`config.mk`:
```
export PLATFORM = sky130hd
export DESIGN_NAME = script_push_tokenizer_top
export DESIGN_NICKNAME = d
export VERILOG_FILES = /design/src/design/spt_pkg.sv /design/src/design/spt_decode.sv /design/src/design/script_push_tokenizer_top.sv
export SDC_FILE = /design/constraint.sdc
export NUM_CORES = 1
export LEC_CHECK = 0
export ABC_AREA = 1
export BUFFER_PORTS_ARGS = -buffer_cell sky130_fd_sc_hd__buf_2
export CORE_MARGIN = 5
export CORE_UTILIZATION = 48
export CTS_BUF_LIST = sky130_fd_sc_hd__clkbuf_16
export DETAILED_ROUTE_END_ITERATION = 10
export HOLD_SLACK_MARGIN = 0.03
export PLACE_DENSITY = 0.69
export SLEW_MARGIN = 20
export SYNTH_ARGS = -nofsm -noshare
export SYNTH_HDL_FRONTEND = slang
export SYNTH_SLANG_ARGS = --single-unit
export TNS_END_PERCENT = 50
```
`constraint.sdc`:
```
create_clock -name clk -period 1.95 [get_ports clk]
set_input_delay 0.195 -clock clk [delete_from_list [all_inputs] [get_ports clk]]
set_output_delay 0.195 -clock clk [all_outputs]
set_load 0.005 [all_outputs]
```
`src/design/spt_pkg.sv`:
```
// ----------------------------------------------------------------------------
// spt_pkg
// Shared types and constants for the script push tokenizer.
// ----------------------------------------------------------------------------
package spt_pkg;

    localparam int unsigned BYTE_W = 8;
    localparam int unsigned LEN_W  = 16;

    // Marker values
    localparam logic [BYTE_W-1:0] MAX_DIRECT = 8'd75;
    localparam logic [BYTE_W-1:0] MARK_LEN8  = 8'd76;
    localparam logic [BYTE_W-1:0] MARK_LEN16 = 8'd77;

    // Parser phase
    typedef enum logic [1:0] {
        PH_MARKER  = 2'd0,
        PH_LEN8    = 2'd1,
        PH_LEN16   = 2'd2,
        PH_PAYLOAD = 2'd3
    } phase_t;

    // Token classification
    typedef enum logic [1:0] {
        TK_OPCODE  = 2'd0,
        TK_HEADER  = 2'd1,
        TK_PAYLOAD = 2'd2
    } token_kind_t;

    // Parser state carried between bytes
    typedef struct packed {
        phase_t             phase;
        logic [LEN_W-1:0]   remaining;
        logic [BYTE_W-1:0]  len_low;
        logic [LEN_W-1:0]   cur_len;
    } parse_state_t;

    // One classified byte
    typedef struct packed {
        token_kind_t        kind;
        logic [BYTE_W-1:0]  value;
        logic               done;
        logic [LEN_W-1:0]   plen;
        logic               trunc;
    } token_t;

    localparam parse_state_t PARSE_RESET = '{
        phase:     PH_MARKER,
        remaining: '0,
        len_low:   '0,
        cur_len:   '0
    };

endpackage

```
`src/design/spt_decode.sv`:
```
// ----------------------------------------------------------------------------
// spt_decode
// Classifies one script byte against the current parser state and produces
// the token fields and the next parser state.
// ----------------------------------------------------------------------------
module spt_decode (
    input  spt_pkg::parse_state_t state,
    input  logic [7:0]            script_byte,
    input  logic                  end_of_script,
    output spt_pkg::parse_state_t state_next,
    output spt_pkg::token_t       token
);
    import spt_pkg::*;

    parse_state_t       st;
    token_t             tk;
    logic [LEN_W-1:0]   len16;
    logic [LEN_W-1:0]   rem_dec;

    assign len16 = {script_byte, state.len_low};

    always_comb
    begin
        st       = state;
        tk.kind  = TK_HEADER;
        tk.value = script_byte;
        tk.done  = 1'b0;
        tk.plen  = '0;
        tk.trunc = 1'b0;
        rem_dec  = state.remaining;

        unique case (state.phase)
            PH_MARKER:
            begin
                st.cur_len = '0;
                if (script_byte > MARK_LEN16)
                begin
                    tk.kind = TK_OPCODE;
                    tk.done = 1'b1;
                end
                else if (script_byte <= MAX_DIRECT)
                begin
                    // direct push, empty push completes at once
                    st.cur_len = LEN_W'(script_byte);
                    tk.plen    = LEN_W'(script_byte);
                    if (script_byte == '0)
                        tk.done = 1'b1;
                    else
                    begin
                        st.remaining = LEN_W'(script_byte);
                        st.phase     = PH_PAYLOAD;
                    end
                end
                else if (script_byte == MARK_LEN8)
                    st.phase = PH_LEN8;
                else
                begin
                    st.phase     = PH_LEN16;
                    st.remaining = LEN_W'(2);
                end
            end
            PH_LEN8:
            begin
                st.cur_len = LEN_W'(script_byte);
                tk.plen    = LEN_W'(script_byte);
                if (script_byte == '0)
                begin
                    st.phase = PH_MARKER;
                    tk.done  = 1'b1;
                end
                else
                begin
                    st.remaining = LEN_W'(script_byte);
                    st.phase     = PH_PAYLOAD;
                end
            end
            PH_LEN16:
            begin
                if (state.remaining >= LEN_W'(2))
                begin
                    st.len_low   = script_byte;
                    st.remaining = LEN_W'(1);
                end
                else
                begin
                    st.cur_len = len16;
                    tk.plen    = len16;
                    if (len16 == '0)
                    begin
                        st.phase = PH_MARKER;
                        tk.done  = 1'b1;
                    end
                    else
                    begin
                        st.remaining = len16;
                        st.phase     = PH_PAYLOAD;
                    end
                end
            end
            PH_PAYLOAD:
            begin
                tk.kind = TK_PAYLOAD;
                tk.plen = state.cur_len;
                if (state.remaining != '0)
                    rem_dec = state.remaining - LEN_W'(1);
                st.remaining = rem_dec;
                if (rem_dec == '0)
                begin
                    st.phase = PH_MARKER;
                    tk.done  = 1'b1;
                end
            end
            default:
            begin
                st = PARSE_RESET;
            end
        endcase

        // end of script: flag an unfinished push, then return to reset
        if (end_of_script)
        begin
            if (st.phase != PH_MARKER)
            begin
                tk.trunc = 1'b1;
                tk.done  = 1'b0;
            end
            st = PARSE_RESET;
        end
    end

    assign state_next = st;
    assign token      = tk;

endmodule

```
`src/design/script_push_tokenizer_top.sv`:
```
// ----------------------------------------------------------------------------
// script_push_tokenizer_top
// Byte-stream tokenizer for script push elements.
// ----------------------------------------------------------------------------
// Takes one script byte per transfer and returns exactly one token per byte:
// opcode, push header (marker or length byte) or push payload, with the
// declared push length, an element-done flag and a truncated flag when the
// script ends inside a push. Throughput is one byte per cycle while the output
// side does not stall. A token becomes valid once its byte has passed through
// both stages: the transfer loads the input register, and the classifier
// result then loads into the output register. The parser state updates when a
// byte moves from the input register into the output register, so a stall on
// the output side holds both stages without losing or repeating a byte.
// ----------------------------------------------------------------------------
module script_push_tokenizer_top (
    input  logic        clk,
    input  logic        rst_n,
    // input channel
    input  logic        in_valid,
    output logic        in_ready,
    input  logic [7:0]  script_byte,
    input  logic        end_of_script,
    // output channel
    output logic        out_valid,
    input  logic        out_ready,
    output logic [1:0]  token_kind,
    output logic [7:0]  byte_value,
    output logic        element_done,
    output logic [15:0] push_length,
    output logic        truncated
);
    import spt_pkg::*;

    logic               in_valid_reg;
    logic [BYTE_W-1:0]  byte_reg;
    logic               eos_reg;
    logic               out_valid_reg;
    token_t             token_reg;
    parse_state_t       state_reg;
    parse_state_t       state_next;
    token_t             token_next;
    logic               advance;

    // stage 1 moves on when the output register is free or draining
    assign advance  = in_valid_reg && (!out_valid_reg || out_ready);
    assign in_ready = !in_valid_reg || advance;

    // input register
    always_ff @(posedge clk or negedge rst_n)
    begin
        if (!rst_n)
            in_valid_reg <= 1'b0;
        else if (in_ready)
            in_valid_reg <= in_valid;
    end

    always_ff @(posedge clk)
    begin
        if (in_valid && in_ready)
        begin
            byte_reg <= script_byte;
            eos_reg  <= end_of_script;
        end
    end

    // classifier
    spt_decode u_decode (
        .state         (state_reg),
        .script_byte   (byte_reg),
        .end_of_script (eos_reg),
        .state_next    (state_next),
        .token         (token_next)
    );

    // parser state
    always_ff @(posedge clk or negedge rst_n)
    begin
        if (!rst_n)
            state_reg <= PARSE_RESET;
        else if (advance)
            state_reg <= state_next;
    end

    // output register
    always_ff @(posedge clk or negedge rst_n)
    begin
        if (!rst_n)
            out_valid_reg <= 1'b0;
        else if (advance)
            out_valid_reg <= 1'b1;
        else if (out_ready)
            out_valid_reg <= 1'b0;
    end

    always_ff @(posedge clk)
    begin
        if (advance)
            token_reg <= token_next;
    end

    assign out_valid    = out_valid_reg;
    assign token_kind   = token_reg.kind;
    assign byte_value   = token_reg.value;
    assign element_done = token_reg.done;
    assign push_length  = token_reg.plen;
    assign truncated    = token_reg.trunc;

endmodule
```
==> qor.yml <==
fin_crit_sh: 1.11
rsz0062_at_grt: "true"
drt_pass1_iterations: 5
synth_nets: 558
rows: 35
clock_path_buffers: 2
setup_ws_ps: -208
cts.root.buffer_cell: "clkbuf_16"
synth_edf_count: 37
num_antenna_cells: 0
ant_nets: 0
drv_cap: 0
n_fill_cell: 702
vias: 4628
coreArea_mm2: 0.00924
violations: "setup timing"
worst_pin_slew_ps: 660
post-place-ws_ps: -195
grt_pass1_vias: 4313
rr_endpoint: "element_done"
p_leak_nw: 2.99
comb_power_share: 0.668
grt_pass1_wl_mm: 22.3
cts_tree: "done"
nets: 722
routed_via_density: 5.54
startpoint_type: "register"
p_per_area_mw_per_mm2: 1880
drive_gt1_frac: 0.412
pwr-share-seq: 0.197
placed_area_mm2: 0.00552
synth_warnings: 0
synth-seq-cells: 81
routed_wl_mm: 14.5
cts-htree-levels: 3
critPathKind: "register to register"
period_needed_ps: 2160
status: "finished with violations"
synth_top_area_cell: "edfxtp_1"
slew_viol_final: 0
path_max_fanout: 5
worstHoldEndpoint: "in_valid_reg"
min_from: "in_valid"
synth_flop_cell: "dfrtp_1"
rrSetupSlack_ps: -210
critPathArrivalTime_ps: 2260
io_pins: 43
cts.reportedPaths.clkPinSlew_ps: 70
final_hold_viol_count: 0
dp_hpwl_mm: 9.94
r2r-start: "state_reg[24]"
synth_top_cell_area_share: 0.244
synth_seq_area_share: 0.486
postSynthAreaPerCell_um2: 8.47
post_drt_wl_per_cell_um: 17.4
stdcell_area_mm2: 0.00658
critPathRequiredTime_ps: 2050
dieArea_mm2: 0.0115
worstSetupEndpointType: "register"
cts_buffers: 9
areaGrowthSynthToFinish_pct: 44.5
power.switching_mw: 5.53
synth_area_leaders: "edfxtp_1 (24%), dfrtp_1 (24%), nand2_1 (11%)"
clkSinkCount: 81
fmax_mhz: 463
largest_reg_flops: 42
syn_inst: 538
die_w_um: 107
min_path_cells: 3
intPower_mw: 6.83
rr_worst_depth: 18
gp_congestion: 0.884
grt_antenna_before_repair: 0
die_y_um: 107
setup_viol_count_final: 37
slew_headroom: 0.560
startpoint: "state_reg[24]"
async_flop_share: 0.543
initial_core_util: 0.493
p_sw_frac: 0.447
synth_cell_types: 43
gr-total-overflow: 0
grt_max_degree: 45
power_frac_clock: 0.135
clock_latency_ps: 340
skew_ps: 10.1
hold_path_class: "input pin to register"
drc_errors: 0
track_usage: 0.250
ir_drop_uv: 960
port_buffers: 42
drtIter0Drc: 310
syn-cell-area_mm2: 0.00456
==> power by group through the flow <==
stage               logic, mW  registers (mW)  clock network, mW
detailed placement       6.38            2.43                  0
floorplan                3.82            2.42                  0
CTS                      6.91            2.41               1.68
global route             8.96            2.47               1.74
finish                   8.26            2.43               1.66
global placement         6.35            2.42                  0
==> Yosys cell counts, types with 2 or more instances <==
cell and n:
nand3_1 38, nor2_2 7, nand3b_1 6, o2111ai_1 4, nand2_2 7, inv_1 55, nor3_1 3, buf_2 3
edfxtp_1 37, nor2_1 36, nor2_4 3, nand4_1 2, o31ai_2 3, o31ai_1 6, ha_1 7, o21ai_2 7
dfrtp_1 44, a21boi_0 2, a21oi_1 26, clkbuf_1 12, o21ai_0 54, o22ai_2 7, o22ai_1 10, xor2_1 5
nand2_1 133, buf_6 4
==> cells in the final DEF, fill, tap and decap left out, types with 21 or more instances in the layout <==
| cell type | n |
|---|---|
| buf_2 | 42 |
| buf_4 | 106 |
| dfrtp_1 | 41 |
| edfxtp_1 | 37 |
| inv_1 | 53 |
| nand2_1 | 116 |
| nand2_2 | 21 |
| nand3_1 | 30 |
| nor2_1 | 22 |
| o21ai_0 | 32 |
==> stage by stage <==
stage,TNS (ps),hold WS (ps),instances,power [mW],util
after floorplan,-9.87,-101,538,6.25,-
after global placement,-1120,321,779,8.77,0.598
after detailed placement,-1410,331,779,8.81,0.598
after CTS,-193,77.6,817,11.0,0.664
after global routing,-6980,95.1,836,13.2,0.713
final,-3360,72.6,836,12.4,0.713
==> layout make-up <==
cell class              count  area, µm²  area share
flip-flops and latches     81       2220       0.337
inverters                  58        223      0.0338
multi-input cells         379       2370       0.360
repair buffers            173       1330       0.202
clock buffers               9        225      0.0342
well taps                 129        161      0.0245
clock inverters             7       61.3     0.00931
==> cell families (layout without fill, tap and decap cells) <==
family	count (synthesis)	in the layout	share of synthesized area
and+or+nand+nor	237	238	0.227
adders and majority gates	7	7	0.0192
AOI/OAI and AO/OA	129	129	0.184
buffers and inverters	79	247	0.0739
xor gates and xnor gates	5	5	0.00961
DFF	81	81	0.486
==> worst max-delay path by stage <==
| stage | endpoint | slack (ps) |
|---|---|---|
| final | element_done | -210 |
| after global routing | element_done | -350 |
| after CTS | truncated | -60 |
| after detailed placement | truncated | -190 |
| after global placement | truncated | -130 |
| after floorplan | element_done | -10 |
==> critical path: stages, from the launching register on <==
cell and delay, ps:
dfrtp_1 420, inv_4 130, ha_4 150, nand2_2 60, nor2_4 120, nand2_2 100, buf_6 140, nand2_1 60
nand2_1 70, nand2_1 70, nor2_1 40, nand2_1 60, nor2_1 40, nand2_1 90, nand2_1 60, nand2_1 70
nand2_2 80, nand2_2 90, a21oi_2 50
==> layer usage <==
| metal | part of all wire | up-vias | track usage | wire length, µm |
|---|---|---|---|---|
| li1 | - | 2165 | - | - |
| met1 | 0.43 | 2215 | 0.351 | 6260 |
| met2 | 0.46 | 205 | 0.379 | 6640 |
| met3 | 0.068 | 43 | 0.0396 | 993 |
| met4 | 0.043 | 0 | 0.118 | 626 |
| met5 | 0 | - | 0 | 0 |
==> repair_timing <==
action                     CTS  global route
setup endpoints to repair   23            50
hold endpoints to repair    53             0
pin swaps                   11            18
setup buffers               11            18
cloned                       1             1
resized for setup           38            91
hold buffers                10             0
No activity file was read; power rests on OpenSTA's default activity.
